`src/hw/rtl/ipv4_l4_header_extractor_unit_macros.svh`:
```
// ----------------------------------------------------------------------------
// IPv4 L4 header extractor assertion macros
// Shared concurrent assertion forms used by the extractor RTL.
// ----------------------------------------------------------------------------
`ifndef IPV4_L4_HEADER_EXTRACTOR_UNIT_MACROS_SVH
`define IPV4_L4_HEADER_EXTRACTOR_UNIT_MACROS_SVH

// Same-cycle implication, disabled while reset is asserted
`define L4HX_ASSERT_IMP(name, clk, rst_n, ante, cons) \
    name: assert property (@(posedge clk) disable iff (!rst_n) (ante) |-> (cons)) \
        else $error("l4hx: same-cycle check failed");

// Next-cycle implication, disabled while reset is asserted
`define L4HX_ASSERT_NXT(name, clk, rst_n, ante, cons) \
    name: assert property (@(posedge clk) disable iff (!rst_n) (ante) |=> (cons)) \
        else $error("l4hx: next-cycle check failed");

`endif

```
`src/hw/rtl/l4hx_pkg.sv`:
```
// ----------------------------------------------------------------------------
// l4hx_pkg
// Types, offsets and codes shared by the IPv4 L4 header extractor.
// ----------------------------------------------------------------------------
package l4hx_pkg;

    // Byte position counter width (saturating)
    localparam int POS_W = 11;
    localparam logic [POS_W-1:0] POS_MAX = {POS_W{1'b1}};

    // Link type codes
    localparam logic [1:0] LINK_ETHERNET = 2'd0;
    localparam logic [1:0] LINK_COOKED   = 2'd1;
    localparam logic [1:0] LINK_LOOPBACK = 2'd2;
    localparam logic [1:0] LINK_NONE     = 2'd3;

    // Link header lengths in bytes
    localparam logic [POS_W-1:0] ETH_HDR_LEN    = POS_W'(14);
    localparam logic [POS_W-1:0] COOKED_HDR_LEN = POS_W'(16);
    localparam logic [POS_W-1:0] LOOP_HDR_LEN   = POS_W'(4);

    // EtherType location in an Ethernet header
    localparam logic [POS_W-1:0] ETYPE_FIRST = POS_W'(12);
    localparam logic [POS_W-1:0] ETYPE_LAST  = POS_W'(13);

    // Offsets from the start of the IPv4 header
    localparam logic [POS_W-1:0] IP_LEN_FIRST = POS_W'(2);
    localparam logic [POS_W-1:0] IP_LEN_LAST  = POS_W'(3);
    localparam logic [POS_W-1:0] IP_TTL       = POS_W'(8);
    localparam logic [POS_W-1:0] IP_PROTO     = POS_W'(9);
    localparam logic [POS_W-1:0] IP_SRC_FIRST = POS_W'(12);
    localparam logic [POS_W-1:0] IP_SRC_LAST  = POS_W'(15);
    localparam logic [POS_W-1:0] IP_DST_FIRST = POS_W'(16);
    localparam logic [POS_W-1:0] IP_DST_LAST  = POS_W'(19);

    // Offsets from the start of the transport header
    localparam logic [POS_W-1:0] L4_PORT_FIRST = POS_W'(0);
    localparam logic [POS_W-1:0] L4_PORT_LAST  = POS_W'(3);
    localparam logic [POS_W-1:0] L4_SEQ_FIRST  = POS_W'(4);
    localparam logic [POS_W-1:0] L4_SEQ_LAST   = POS_W'(7);
    localparam logic [POS_W-1:0] L4_ACK_FIRST  = POS_W'(8);
    localparam logic [POS_W-1:0] L4_ACK_LAST   = POS_W'(11);
    localparam logic [POS_W-1:0] L4_FLAGS      = POS_W'(13);
    localparam logic [POS_W-1:0] L4_WIN_FIRST  = POS_W'(14);
    localparam logic [POS_W-1:0] L4_WIN_LAST   = POS_W'(15);

    // Protocol constants
    localparam logic [15:0] ETHER_TYPE_IPV4 = 16'h0800;
    localparam logic [7:0]  PROTO_TCP       = 8'd6;
    localparam logic [7:0]  PROTO_UDP       = 8'd17;
    localparam logic [3:0]  IHL_MIN         = 4'd5;

    // Result status codes
    localparam logic [1:0] STATUS_NOT_IP  = 2'd0;
    localparam logic [1:0] STATUS_IPV4    = 2'd1;
    localparam logic [1:0] STATUS_BAD_IHL = 2'd2;

    // Config register map
    localparam int PADDR_W = 3;
    localparam logic [PADDR_W-3:0] REG_LINK_TYPE = '0;

    // Header fields captured while a frame passes
    typedef struct packed {
        logic [15:0] ether_kind;
        logic [3:0]  header_words;
        logic [7:0]  proto;
        logic [7:0]  ttl;
        logic [15:0] length;
        logic [31:0] source;
        logic [31:0] dest;
        logic [31:0] ports;
        logic [5:0]  flags;
        logic [31:0] seq;
        logic [31:0] ack;
        logic [15:0] window;
    } frame_fields_t;

    // One result request
    typedef struct packed {
        logic [1:0]  status;
        logic [7:0]  protocol;
        logic [7:0]  ttl;
        logic [15:0] ip_length;
        logic [31:0] src_addr;
        logic [31:0] dst_addr;
        logic [15:0] source_port;
        logic [15:0] dest_port;
        logic [5:0]  tcp_flags;
        logic [31:0] seq_number;
        logic [31:0] ack_number;
        logic [15:0] window;
    } result_t;

    // Link header length for a link type
    function automatic logic [POS_W-1:0] link_len(input logic [1:0] link_type);
        logic [POS_W-1:0] len;
        case (link_type)
            LINK_ETHERNET: len = ETH_HDR_LEN;
            LINK_COOKED:   len = COOKED_HDR_LEN;
            default:       len = LOOP_HDR_LEN;
        endcase
        return len;
    endfunction

endpackage

```
`src/hw/rtl/l4hx_capture.sv`:
```
// ----------------------------------------------------------------------------
// l4hx_capture
// Byte position counter and header field registers; captures each field
// as its bytes pass and clears after the last byte of a frame.
// ----------------------------------------------------------------------------
`include "ipv4_l4_header_extractor_unit_macros.svh"

module l4hx_capture (
    input  logic                          clk,
    input  logic                          rst_n,
    input  logic                          accept,
    input  logic [7:0]                    data_byte,
    input  logic                          last_byte,
    input  logic [1:0]                    link_type,
    output l4hx_pkg::frame_fields_t       fields_next
);

    logic [l4hx_pkg::POS_W-1:0] position_reg;
    logic [l4hx_pkg::POS_W-1:0] position_next;
    l4hx_pkg::frame_fields_t    fields_reg;

    logic [l4hx_pkg::POS_W-1:0] ip_start;
    logic [l4hx_pkg::POS_W-1:0] l4_start;
    logic [l4hx_pkg::POS_W-1:0] ip_rel;
    logic [l4hx_pkg::POS_W-1:0] l4_rel;
    logic                       in_ip;
    logic                       in_l4;

    // Locate the current byte relative to the IP and transport headers
    always_comb
    begin
        ip_start = l4hx_pkg::link_len(link_type);
        l4_start = ip_start + l4hx_pkg::POS_W'({fields_reg.header_words, 2'b00});
        ip_rel   = position_reg - ip_start;
        l4_rel   = position_reg - l4_start;
        in_ip    = (position_reg >= ip_start);
        in_l4    = (position_reg >= l4_start) && (position_reg > ip_start)
                   && (fields_reg.header_words >= l4hx_pkg::IHL_MIN);
    end

    // Shift each byte into the field it belongs to
    always_comb
    begin
        fields_next = fields_reg;
        if (position_reg inside {[l4hx_pkg::ETYPE_FIRST:l4hx_pkg::ETYPE_LAST]})
        begin
            fields_next.ether_kind = {fields_reg.ether_kind[7:0], data_byte};
        end
        if (in_ip)
        begin
            if (ip_rel == '0)
            begin
                fields_next.header_words = data_byte[3:0];
            end
            if (ip_rel inside {[l4hx_pkg::IP_LEN_FIRST:l4hx_pkg::IP_LEN_LAST]})
            begin
                fields_next.length = {fields_reg.length[7:0], data_byte};
            end
            if (ip_rel == l4hx_pkg::IP_TTL)
            begin
                fields_next.ttl = data_byte;
            end
            if (ip_rel == l4hx_pkg::IP_PROTO)
            begin
                fields_next.proto = data_byte;
            end
            if (ip_rel inside {[l4hx_pkg::IP_SRC_FIRST:l4hx_pkg::IP_SRC_LAST]})
            begin
                fields_next.source = {fields_reg.source[23:0], data_byte};
            end
            if (ip_rel inside {[l4hx_pkg::IP_DST_FIRST:l4hx_pkg::IP_DST_LAST]})
            begin
                fields_next.dest = {fields_reg.dest[23:0], data_byte};
            end
        end
        if (in_l4)
        begin
            if (l4_rel inside {[l4hx_pkg::L4_PORT_FIRST:l4hx_pkg::L4_PORT_LAST]})
            begin
                fields_next.ports = {fields_reg.ports[23:0], data_byte};
            end
            if (l4_rel inside {[l4hx_pkg::L4_SEQ_FIRST:l4hx_pkg::L4_SEQ_LAST]})
            begin
                fields_next.seq = {fields_reg.seq[23:0], data_byte};
            end
            if (l4_rel inside {[l4hx_pkg::L4_ACK_FIRST:l4hx_pkg::L4_ACK_LAST]})
            begin
                fields_next.ack = {fields_reg.ack[23:0], data_byte};
            end
            if (l4_rel == l4hx_pkg::L4_FLAGS)
            begin
                fields_next.flags = data_byte[5:0];
            end
            if (l4_rel inside {[l4hx_pkg::L4_WIN_FIRST:l4hx_pkg::L4_WIN_LAST]})
            begin
                fields_next.window = {fields_reg.window[7:0], data_byte};
            end
        end
    end

    // Advance the position, saturating at the top
    always_comb
    begin
        if (position_reg != l4hx_pkg::POS_MAX)
        begin
            position_next = position_reg + 1'b1;
        end
        else
        begin
            position_next = position_reg;
        end
    end

    // Update on each accepted request; drop all frame state after the last byte
    always_ff @(posedge clk or negedge rst_n)
    begin
        if (!rst_n)
        begin
            position_reg <= '0;
            fields_reg   <= '0;
        end
        else if (accept)
        begin
            if (last_byte)
            begin
                position_reg <= '0;
                fields_reg   <= '0;
            end
            else
            begin
                position_reg <= position_next;
                fields_reg   <= fields_next;
            end
        end
    end

    `L4HX_ASSERT_NXT(a_clear_after_last, clk, rst_n, accept && last_byte, position_reg == '0 && fields_reg == '0)
    `L4HX_ASSERT_NXT(a_hold_when_idle, clk, rst_n, !accept, $stable(position_reg) && $stable(fields_reg))

endmodule

```
`src/hw/rtl/l4hx_result.sv`:
```
// ----------------------------------------------------------------------------
// l4hx_result
// Forms the result from the captured header fields on the last byte and
// holds it in the output register until the consumer takes it.
// ----------------------------------------------------------------------------
`include "ipv4_l4_header_extractor_unit_macros.svh"

module l4hx_result (
    input  logic                    clk,
    input  logic                    rst_n,
    input  logic                    load,
    input  logic [1:0]              link_type,
    input  l4hx_pkg::frame_fields_t fields,
    input  logic                    out_ready,
    output logic                    out_valid,
    output l4hx_pkg::result_t       result
);

    logic              out_valid_reg;
    logic              out_valid_next;
    l4hx_pkg::result_t result_reg;
    l4hx_pkg::result_t result_next;
    logic              ihl_ok;
    logic              is_tcp;
    logic              is_udp;
    logic              shown_not_parsed;
    logic              shown_not_tcp;
    logic              no_l4_fields;
    logic              no_tcp_fields;

    // Build the result; fields that do not apply stay zero
    always_comb
    begin
        result_next = '0;
        ihl_ok      = (fields.header_words >= l4hx_pkg::IHL_MIN);
        is_tcp      = (fields.proto == l4hx_pkg::PROTO_TCP);
        is_udp      = (fields.proto == l4hx_pkg::PROTO_UDP);
        if ((link_type == l4hx_pkg::LINK_ETHERNET)
            && (fields.ether_kind != l4hx_pkg::ETHER_TYPE_IPV4))
        begin
            result_next.status = l4hx_pkg::STATUS_NOT_IP;
        end
        else
        begin
            result_next.status    = ihl_ok ? l4hx_pkg::STATUS_IPV4 : l4hx_pkg::STATUS_BAD_IHL;
            result_next.protocol  = fields.proto;
            result_next.ttl       = fields.ttl;
            result_next.ip_length = fields.length;
            result_next.src_addr  = fields.source;
            result_next.dst_addr  = fields.dest;
            if (ihl_ok && (is_tcp || is_udp))
            begin
                result_next.source_port = fields.ports[31:16];
                result_next.dest_port   = fields.ports[15:0];
            end
            if (ihl_ok && is_tcp)
            begin
                result_next.tcp_flags  = fields.flags;
                result_next.seq_number = fields.seq;
                result_next.ack_number = fields.ack;
                result_next.window     = fields.window;
            end
        end
    end

    // Hold the request until taken
    always_comb
    begin
        if (load)
        begin
            out_valid_next = 1'b1;
        end
        else if (out_ready)
        begin
            out_valid_next = 1'b0;
        end
        else
        begin
            out_valid_next = out_valid_reg;
        end
    end

    always_ff @(posedge clk or negedge rst_n)
    begin
        if (!rst_n)
        begin
            out_valid_reg <= 1'b0;
        end
        else
        begin
            out_valid_reg <= out_valid_next;
        end
    end

    always_ff @(posedge clk)
    begin
        if (load)
        begin
            result_reg <= result_next;
        end
    end

    assign out_valid = out_valid_reg;
    assign result    = result_reg;

    // Terms for the output checks
    assign shown_not_parsed = out_valid_reg && (result_reg.status != l4hx_pkg::STATUS_IPV4);
    assign shown_not_tcp    = out_valid_reg && (result_reg.protocol != l4hx_pkg::PROTO_TCP);
    assign no_l4_fields     = (result_reg.source_port == '0) && (result_reg.dest_port == '0)
                              && (result_reg.seq_number == '0);
    assign no_tcp_fields    = (result_reg.tcp_flags == '0) && (result_reg.ack_number == '0)
                              && (result_reg.window == '0);

    `L4HX_ASSERT_NXT(a_load_shows, clk, rst_n, load, out_valid_reg)
    `L4HX_ASSERT_IMP(a_l4_only_when_parsed, clk, rst_n, shown_not_parsed, no_l4_fields)
    `L4HX_ASSERT_IMP(a_tcp_fields_only_tcp, clk, rst_n, shown_not_tcp, no_tcp_fields)

endmodule

```
`src/hw/rtl/ipv4_l4_header_extractor_unit.sv`:
```
// ----------------------------------------------------------------------------
// ipv4_l4_header_extractor_unit
// Byte-serial IPv4 / TCP / UDP header parser with an APB link type register.
// ----------------------------------------------------------------------------
// Takes one frame byte per clock and returns one header summary per frame,
// registered and shown in the cycle after the byte marked last is accepted.
// in_ready is low only while a finished summary sits in the output register
// and out_ready is low; otherwise a byte is accepted every cycle that in_valid
// is high. The link_type register (byte address 0) selects Ethernet, Linux
// cooked or BSD loopback framing; with link type 3 frames are consumed but no
// summary is produced. Change link_type only between frames.

module ipv4_l4_header_extractor_unit (
    input  logic                           clk,
    input  logic                           rst_n,
    // APB configuration port
    input  logic                           psel,
    input  logic                           penable,
    input  logic                           pwrite,
    input  logic [l4hx_pkg::PADDR_W-1:0]   paddr,
    input  logic [31:0]                    pwdata,
    output logic [31:0]                    prdata,
    output logic                           pready,
    // Byte input
    input  logic                           in_valid,
    output logic                           in_ready,
    input  logic [7:0]                     data_byte,
    input  logic                           last_byte,
    // Header summary output
    output logic                           out_valid,
    input  logic                           out_ready,
    output logic [1:0]                     status,
    output logic [7:0]                     protocol,
    output logic [7:0]                     ttl,
    output logic [15:0]                    ip_length,
    output logic [31:0]                    src_addr,
    output logic [31:0]                    dst_addr,
    output logic [15:0]                    source_port,
    output logic [15:0]                    dest_port,
    output logic [5:0]                     tcp_flags,
    output logic [31:0]                    seq_number,
    output logic [31:0]                    ack_number,
    output logic [15:0]                    window
);

    logic [1:0]              link_type_reg;
    logic                    cfg_write;
    logic                    sel_link_type;
    logic                    accept;
    logic                    load;
    l4hx_pkg::frame_fields_t fields_next;
    l4hx_pkg::result_t       result;

    // Register decode
    assign pready        = 1'b1;
    assign sel_link_type = (paddr[l4hx_pkg::PADDR_W-1:2] == l4hx_pkg::REG_LINK_TYPE);
    assign cfg_write     = psel && penable && pwrite && pready;
    assign prdata        = sel_link_type ? {30'd0, link_type_reg} : 32'd0;

    always_ff @(posedge clk or negedge rst_n)
    begin
        if (!rst_n)
        begin
            link_type_reg <= l4hx_pkg::LINK_ETHERNET;
        end
        else if (cfg_write && sel_link_type)
        begin
            link_type_reg <= pwdata[1:0];
        end
    end

    // Accept while the output register is free or being emptied
    assign in_ready = !out_valid || out_ready;
    assign accept   = in_valid && in_ready;
    assign load     = accept && last_byte && (link_type_reg != l4hx_pkg::LINK_NONE);

    l4hx_capture u_capture (
        .clk         (clk),
        .rst_n       (rst_n),
        .accept      (accept),
        .data_byte   (data_byte),
        .last_byte   (last_byte),
        .link_type   (link_type_reg),
        .fields_next (fields_next)
    );

    l4hx_result u_result (
        .clk       (clk),
        .rst_n     (rst_n),
        .load      (load),
        .link_type (link_type_reg),
        .fields    (fields_next),
        .out_ready (out_ready),
        .out_valid (out_valid),
        .result    (result)
    );

    // Unpack the summary onto its ports
    assign status      = result.status;
    assign protocol    = result.protocol;
    assign ttl         = result.ttl;
    assign ip_length   = result.ip_length;
    assign src_addr    = result.src_addr;
    assign dst_addr    = result.dst_addr;
    assign source_port = result.source_port;
    assign dest_port   = result.dest_port;
    assign tcp_flags   = result.tcp_flags;
    assign seq_number  = result.seq_number;
    assign ack_number  = result.ack_number;
    assign window      = result.window;

endmodule
```
`config.mk`:
```
export PLATFORM = sky130hd
export DESIGN_NAME = ipv4_l4_header_extractor_unit
export DESIGN_NICKNAME = d
export VERILOG_FILES = /design/src/hw/rtl/l4hx_pkg.sv /design/src/hw/rtl/l4hx_capture.sv /design/src/hw/rtl/l4hx_result.sv /design/src/hw/rtl/ipv4_l4_header_extractor_unit.sv
export VERILOG_INCLUDE_DIRS = /design/src /design/src/hw/rtl
export SDC_FILE = /design/constraint.sdc
export NUM_CORES = 1
export LEC_CHECK = 0
export BUFFER_PORTS_ARGS = -buffer_cell sky130_fd_sc_hd__buf_2
export CORE_MARGIN = 2
export CORE_UTILIZATION = 50
export DETAILED_ROUTE_END_ITERATION = 6
export PLACE_DENSITY = 0.73
export SLEW_MARGIN = 20
export SYNTH_ARGS = -nofsm -noshare
export SYNTH_HDL_FRONTEND = slang
export SYNTH_SLANG_ARGS = --single-unit
export TNS_END_PERCENT = 20
```
`constraint.sdc`:
```
create_clock -name clk -period 5.8 [get_ports clk]
set_clock_uncertainty 0.2 [all_clocks]
set_input_delay 0.58 -clock clk [delete_from_list [all_inputs] [get_ports clk]]
set_output_delay 0.58 -clock clk [all_outputs]
set_load 0.005 [all_outputs]
```
# Yosys cells after proc, flatten, opt, wreduce, memory -nomap -nowiden
# Index checks and enable logic that the tools add are counted.
[totals] ff_bits=464 latch_bits=0 mem_bits_rw=0 rom_bits=0 n_memories=0
[op_classes] n_addsub=4 multipliers=0 n_div=0 magnitude_cmp=21 eq_ne=9 shifts=0 n_mux=22 n_bitwise=3 reduce_logical=29
[op_table] operator="two-way mux 234 bit" count=1
[op_table] operator="two-way mux 32 bit" count=5
[op_table] operator="two-way mux 118 bit" count=1
[op_table] operator="two-way mux 100 bit" count=1
[op_table] operator="two-way mux 16 bit" count=3
[op_table] operator=">= comparator 11 x 4 -> 1 bit (second input constant)" count=4
[op_table] operator="<= comparator 11 x 4 -> 1 bit (second input constant)" count=4
[op_table] operator="== test 11 x 4 -> 1 bit (second input constant)" count=3
[op_table] operator="<= comparator 11 x 2 -> 1 bit (second input constant)" count=2
[op_table] operator="two-way mux 11 bit" count=2
[op_table] operator="logical AND 1 bit" count=19
[op_table] operator="two-way mux 8 bit" count=2
[op_table] operator="inequality test 16 x 12 -> 1 bit (second input constant)" count=1
[op_table] operator="adder 11 x 1 -> 11 bit (second input constant)" count=1
[op_table] operator=">= comparator 11 x 1 -> 1 bit (second input constant)" count=1
[op_table] operator=">= comparator 11 bit" count=1
[op_table] operator=">= comparator 11 x 2 -> 1 bit (second input constant)" count=1
[op_table] operator=">= comparator 11 x 3 -> 1 bit (second input constant)" count=1
[op_table] operator=">= comparator 11 x 5 -> 1 bit" count=1
[op_table] operator=">= comparator 11 x 5 -> 1 bit (second input constant)" count=1
[op_table] operator="greater-than comparator 11 x 5 -> 1 bit" count=1
[op_table] operator="<= comparator 11 x 3 -> 1 bit (second input constant)" count=1
[op_table] operator="<= comparator 11 x 5 -> 1 bit (second input constant)" count=1
[op_table] operator="zero test 11 bit" count=1
[op_table] operator="21 further kinds" count=29

# Depth between registers and ports, before layout
[logic_depth] word_depth=12 ltp_mapped=18

# Cells and area by module
# Synthesis repeated with hierarchy kept, for this count alone.
[unflattened] cells_unflattened=1674 area_unflattened_um2=21571.9
[modules_own_cells] mod="l4hx_capture" n_inst=1 cells_each=1144 area_each_um2=12943.7
[modules_own_cells] mod="l4hx_result" n_inst=1 cells_each=486 area_each_um2=8241.7
[modules_own_cells] mod="ipv4_l4_header_extractor_unit" n_inst=1 cells_each=44 area_each_um2=386.6

# Worst setup path after synthesis
# No wires, ideal clock.
[synth_timing] kind="input-to-reg" from="in out_ready" to="reg u_result.result_reg (netlist bit u_result.result[0]), enable pin" setup_time_ns=0.567 t_arrival_ns=5.901 required_time_ns=5.033 path_slack_ns=-0.868 path_stages=7 path_cell_list="nand2b_1 > clkbuf_1 > nand2_1 > nor2_1 > clkbuf_1 > nand2_1 > inv_1"
[synth_via] elab_chain_cells=4
[synth_rtl] item="from (decl)" line_no="ipv4_l4_header_extractor_unit.sv:31" source="input logic out_ready,"
[synth_rtl] item="logical OR 1 bit" line_no="ipv4_l4_header_extractor_unit.sv:73" source="assign in_ready = !out_valid || out_ready;"
[synth_rtl] item="via in_ready" line_no="ipv4_l4_header_extractor_unit.sv:26" source="output logic in_ready,"
[synth_rtl] item="logical AND 1 bit" line_no="ipv4_l4_header_extractor_unit.sv:74" source="assign accept = in_valid && in_ready;"
[synth_rtl] item="logical AND 1 bit (2 in series)" line_no="ipv4_l4_header_extractor_unit.sv:75" source="assign load = accept && last_byte && (link_type_reg != l4hx_pkg::LINK_NONE);"
[synth_rtl] item="via load" line_no="ipv4_l4_header_extractor_unit.sv:50" source="logic load;"
[synth_rtl] item="to (signal assigned)" line_no="l4hx_result.sv:99" source="result_reg <= result_next;"
[synth_rtl] item="to (decl)" line_no="l4hx_result.sv:21" source="l4hx_pkg::result_t result_reg;"
# The timed path passes the listed nets, and every way through them passes these cells.
# A chain may end at the register's enable or synchronous reset.

# Worst setup path in the final report
[layout_timing] from="reg link_type_reg[1]" to="reg u_capture.fields_reg[57] (netlist bit)"
[layout_via] elab_chain_cells=9 word_cells_on_any_way=15 cone_classes="add/sub: 2; order compare: 4; eq/ne: 1; mux: 4; reduce/logical: 4"
[layout_rtl] item="from (decl)" line_no="ipv4_l4_header_extractor_unit.sv:46" source="logic [1:0] link_type_reg;"
[layout_rtl] item="from (signal assigned)" line_no="ipv4_l4_header_extractor_unit.sv:64" source="link_type_reg <= l4hx_pkg::LINK_ETHERNET;"
[layout_rtl] item="from (signal assigned)" line_no="ipv4_l4_header_extractor_unit.sv:68" source="link_type_reg <= pwdata[1:0];"
[layout_rtl] item="== test 2 x 1 -> 1 bit / zero test 2 bit (equally long branches)" line_no="l4hx_pkg.sv:97" source="case (link_type)"
[layout_rtl] item="case mux 5 bit (2 select lines) (*)" line_no="l4hx_pkg.sv:97"
[layout_rtl] item="adder 5 x 6 -> 7 bit" line_no="l4hx_capture.sv:33" source="l4_start = ip_start + l4hx_pkg::POS_W'({fields_reg.header_words, 2'b00});"
[layout_rtl] item="subtractor 11 bit" line_no="l4hx_capture.sv:35" source="l4_rel = position_reg - l4_start;"
[layout_rtl] item=">= comparator 11 x 3 -> 1 bit / <= comparator 11 x 3 -> 1 bit (equally long branches)" line_no="l4hx_capture.sv:82" source="if (l4_rel inside {[l4hx_pkg::L4_SEQ_FIRST:l4hx_pkg::L4_SEQ_LAST]})"
[layout_rtl] item="logical AND 1 bit" line_no="l4hx_capture.sv:82"
[layout_rtl] item="two-way mux 32 bit" line_no="l4hx_capture.sv:82"
[layout_rtl] item="two-way mux 118 bit (*)" line_no="l4hx_capture.sv:76" source="if (in_l4)"
[layout_rtl] item="two-way mux 234 bit (*)" line_no="l4hx_capture.sv:124" source="if (last_byte)"
[layout_rtl] item="to (signal assigned)" line_no="l4hx_capture.sv:132" source="fields_reg <= fields_next;"
[layout_rtl] item="to (decl)" line_no="l4hx_capture.sv:20" source="l4hx_pkg::frame_fields_t fields_reg;"
# Mark *: on every way between the ends. The rest lies on a longest branch, timed or not.

==> run metrics <==
CTS Buf Count=51; Syn Inst Count=around 2300; vias in the first global route=18600; CP cell instances=nand2b_1 -> ha_1 -> fa_1 -> inv_1 -> ha_1 -> o21a_1 -> o31a_1 -> o21bai_1 -> nor4_1 -> or3_4 -> buf_12 -> nand3_1 -> buf_4 -> o311ai_0; die width=225 um; CP most frequent cell=ha_1; sequential area share after synthesis=52.1%; final design utilization=about 57%; Seq pwr share=45.1%; Largest register FFs=234; status=finished clean; layout net count=2472; r2r endpoint=u_capture.fields_reg[57]; largest stage delay on the critical path=0.60 ns; worst endpoint required time=6.06 ns; Vias/cell=6.65; initial antenna violation count=2; Crit path arrival time=5.26 ns; post-layout min period=5.00 ns; worst min-delay path endpoint=link_type_reg[0]; routing usage on met2=41.4%; synth-to-layout area growth=12.5%; worst skew pair latency=0.60 ns; Max Clk Rate=between 0.15 and 0.2 GHz; worst reg2reg startpoint=link_type_reg[1]; Vias=20400; first-pass GRT wire length=110000 um; Final period util=86.3%; Hold Crit Start=penable; Max-cap violations=0; crit path max-delay cell type=or3_4; Cell variety after synth=64; M1 GR Usage=40.0%; Worst-path clk slew=0.06 ns; Final Non-Filler Cells=about 3100; GRT Total Usage=27.3%; headroom to the max-slew limit=26.6%; GP Congestion=0.889; Cell Pwr Density=328 mW/mm2; n_diodes=0; final setup fails=0; hold path cells=3; WHS=about 0.2 ns; Clk pwr share=between 30 and 40%; switching portion of total power=30.7%; Yosys warnings=0; CTS tree=built; HPWL after DPL=41100 um; FF-to-FF setup slack=0.80 ns; commonest non-fill, non-tap cell in the layout=nand2_1; Worst Hold Class=input port to register; critical path type=register to register; Pre-Repair DR Iteration Count=6; Ports=302; number of flops mapped to enable cells by yosys=between 200 and 250; largest net degree at the start of global routing=150; # port buffers=238; Comb power frac=between 10% and 20%; drt initial violations=3127; Placed Instances=2963; CP Max Fanout=63; startpoint types=register; Syn Area/Cell=10.5 um2; Setup TNS=0 ns; clk sinks=464; ANT nets after route=0; Synth Flop Type=dfrtp_1; asr flop ratio synth=approximately 53%; DRC violations left=0; Int Power=6.22 mW; #FFs+latches synth=464; Worst-Margin Slew=1.10 ns; Net Sw Power=2.76 mW; synthesized area=0.0244 mm2; die area=0.0505 mm2; Final Hold Fails=0; GRT met3 Usage=4.44%; commonest non-fill, non-tap cells in the layout=366 x nand2_1, 248 x dfrtp_1, 237 x buf_2; Die H=225 um; CTS Root Cell=clkbuf_16; core area=~0.048 mm2; grt peak-use layer=met2; WL final=between 70000 and 80000 um; H-tree levels=2; layout cells sized above 1=20.1%; clock buffer depth=3; Starting Density=50.8%; Worst Setup End Kind=register; # resized after CTS=0; Max VDD drop=214 uV; grt ovf=0; unrepaired setup endpoints after global routing=no; Max Slew Vio Count=0; WL per Instance=23.2 um; Row Count=80; Leak Pwr=around 10 nW; Reg2Reg Depth=14
-- cell type report --
cell class | instances | area [um2]
clock buffers | 68 | 1390
clock inverters | 28 | 283
fillers | 3988 | 20500
inverters | 14 | 56.3
multi-input cells | 1576 | 10400
flip-flops and latches | 464 | 12700
well taps | 615 | 769
repair buffers | 297 | 1780
-- power by group through the flow --
stage	clock network (mW)	registers, mW	logic, mW
2_1_floorplan	0	4.03	1.19
3_3_place_gp	0	4.08	1.59
3_5_place_dp	0	4.10	1.63
4_1_cts	3.33	4.04	1.64
5_1_grt	3.46	4.08	1.81
6_report	3.28	4.05	1.65
-- cells in the mapped netlist, types with 9 or more instances --
| library cell | number | area, um2 |
|---|---|---|
| a21oi_1 | 75 | 375 |
| o21ai_0 | 63 | 315 |
| edfxtp_1 | 216 | 6490 |
| o311ai_0 | 58 | 508 |
| clkbuf_1 | 198 | 743 |
| and3_1 | 37 | 231 |
| a211oi_2 | 72 | 901 |
| inv_1 | 14 | 52.6 |
| dfrtp_1 | 248 | 6210 |
| o211ai_1 | 81 | 608 |
| a221o_1 | 24 | 240 |
| nor3_1 | 14 | 70.1 |
| a211oi_1 | 53 | 398 |
| a22oi_1 | 49 | 368 |
| o31ai_1 | 156 | 1170 |
| nand2_1 | 368 | 1380 |
| o311a_1 | 24 | 240 |
| buf_2 | 50 | 250 |
| buf_1 | 9 | 33.8 |
| buf_4 | 39 | 293 |
| mux2i_1 | 38 | 380 |
| nand4_1 | 130 | 813 |
| nand3_1 | 18 | 90.1 |
| nor2b_1 | 41 | 257 |
| a22o_1 | 58 | 508 |
| nor2_1 | 56 | 210 |
| ha_1 | 14 | 175 |
| a31o_2 | 23 | 201 |
-- worst max-delay path, delay by kind of cell, from the launching register on --
kind | cells | cell delay [ns]
AND/OR/NAND/NOR | 4 | 1.51
adder cells (fa/ha/maj) | 3 | 1.18
AO/OA/AOI/OAI | 4 | 0.85
buffers and inverters | 3 | 0.68
flip-flops | 1 | 0.43
-- how the worst max path moves through the flow --
stage                                     to  slack [ns]  depth (start not counted)             start
detailed placement  u_capture.fields_reg[56]        0.83                         14  link_type_reg[1]
global placement         u_result.result[53]        0.95                         15  link_type_reg[1]
CTS                 u_capture.fields_reg[75]        0.80                         14  link_type_reg[1]
global route        u_capture.fields_reg[68]        0.43                         15  link_type_reg[1]
finish              u_capture.fields_reg[57]        0.80                         14  link_type_reg[1]
floorplan                 u_result.result[0]        0.46                          7         out_ready
-- stage by stage --
stage / power, mW / setup WS [ns] / cell area [um2]
floorplan: 5.22 / 0.457 / 24500
global placement: 5.67 / 0.949 / 25700
detailed placement: 5.73 / 0.831 / 25700
CTS: 9.01 / 0.803 / 27400
global route: 9.35 / 0.430 / 27400
finish: 8.98 / 0.795 / 27400
-- kinds of logic after synthesis --
logic type      after synthesis  share of synthesized area, %
compound gates              762                          24.8
simple gates                711                          14.0
flops                       464                          52.1
buf+inv                     315                          5.86
mux                          43                          1.79
fa+ha+maj                    17                         0.965
xor+xnor                     12                         0.431
other cells                   2                        0.0308
-- timing repair --
item                      CTS  global route
hold endpoints to repair  101             0
hold buffers                3             0
buffers inserted            0             0
-- routing by layer --
metal  vias to the layer above  wire (um)
li1                       9073          -
met1                     10100      30400
met2                      1058      33000
met3                       113       5640
met4                         0       1960
met5                         -          0
Note: power is estimated with default switching activity, not from simulation.
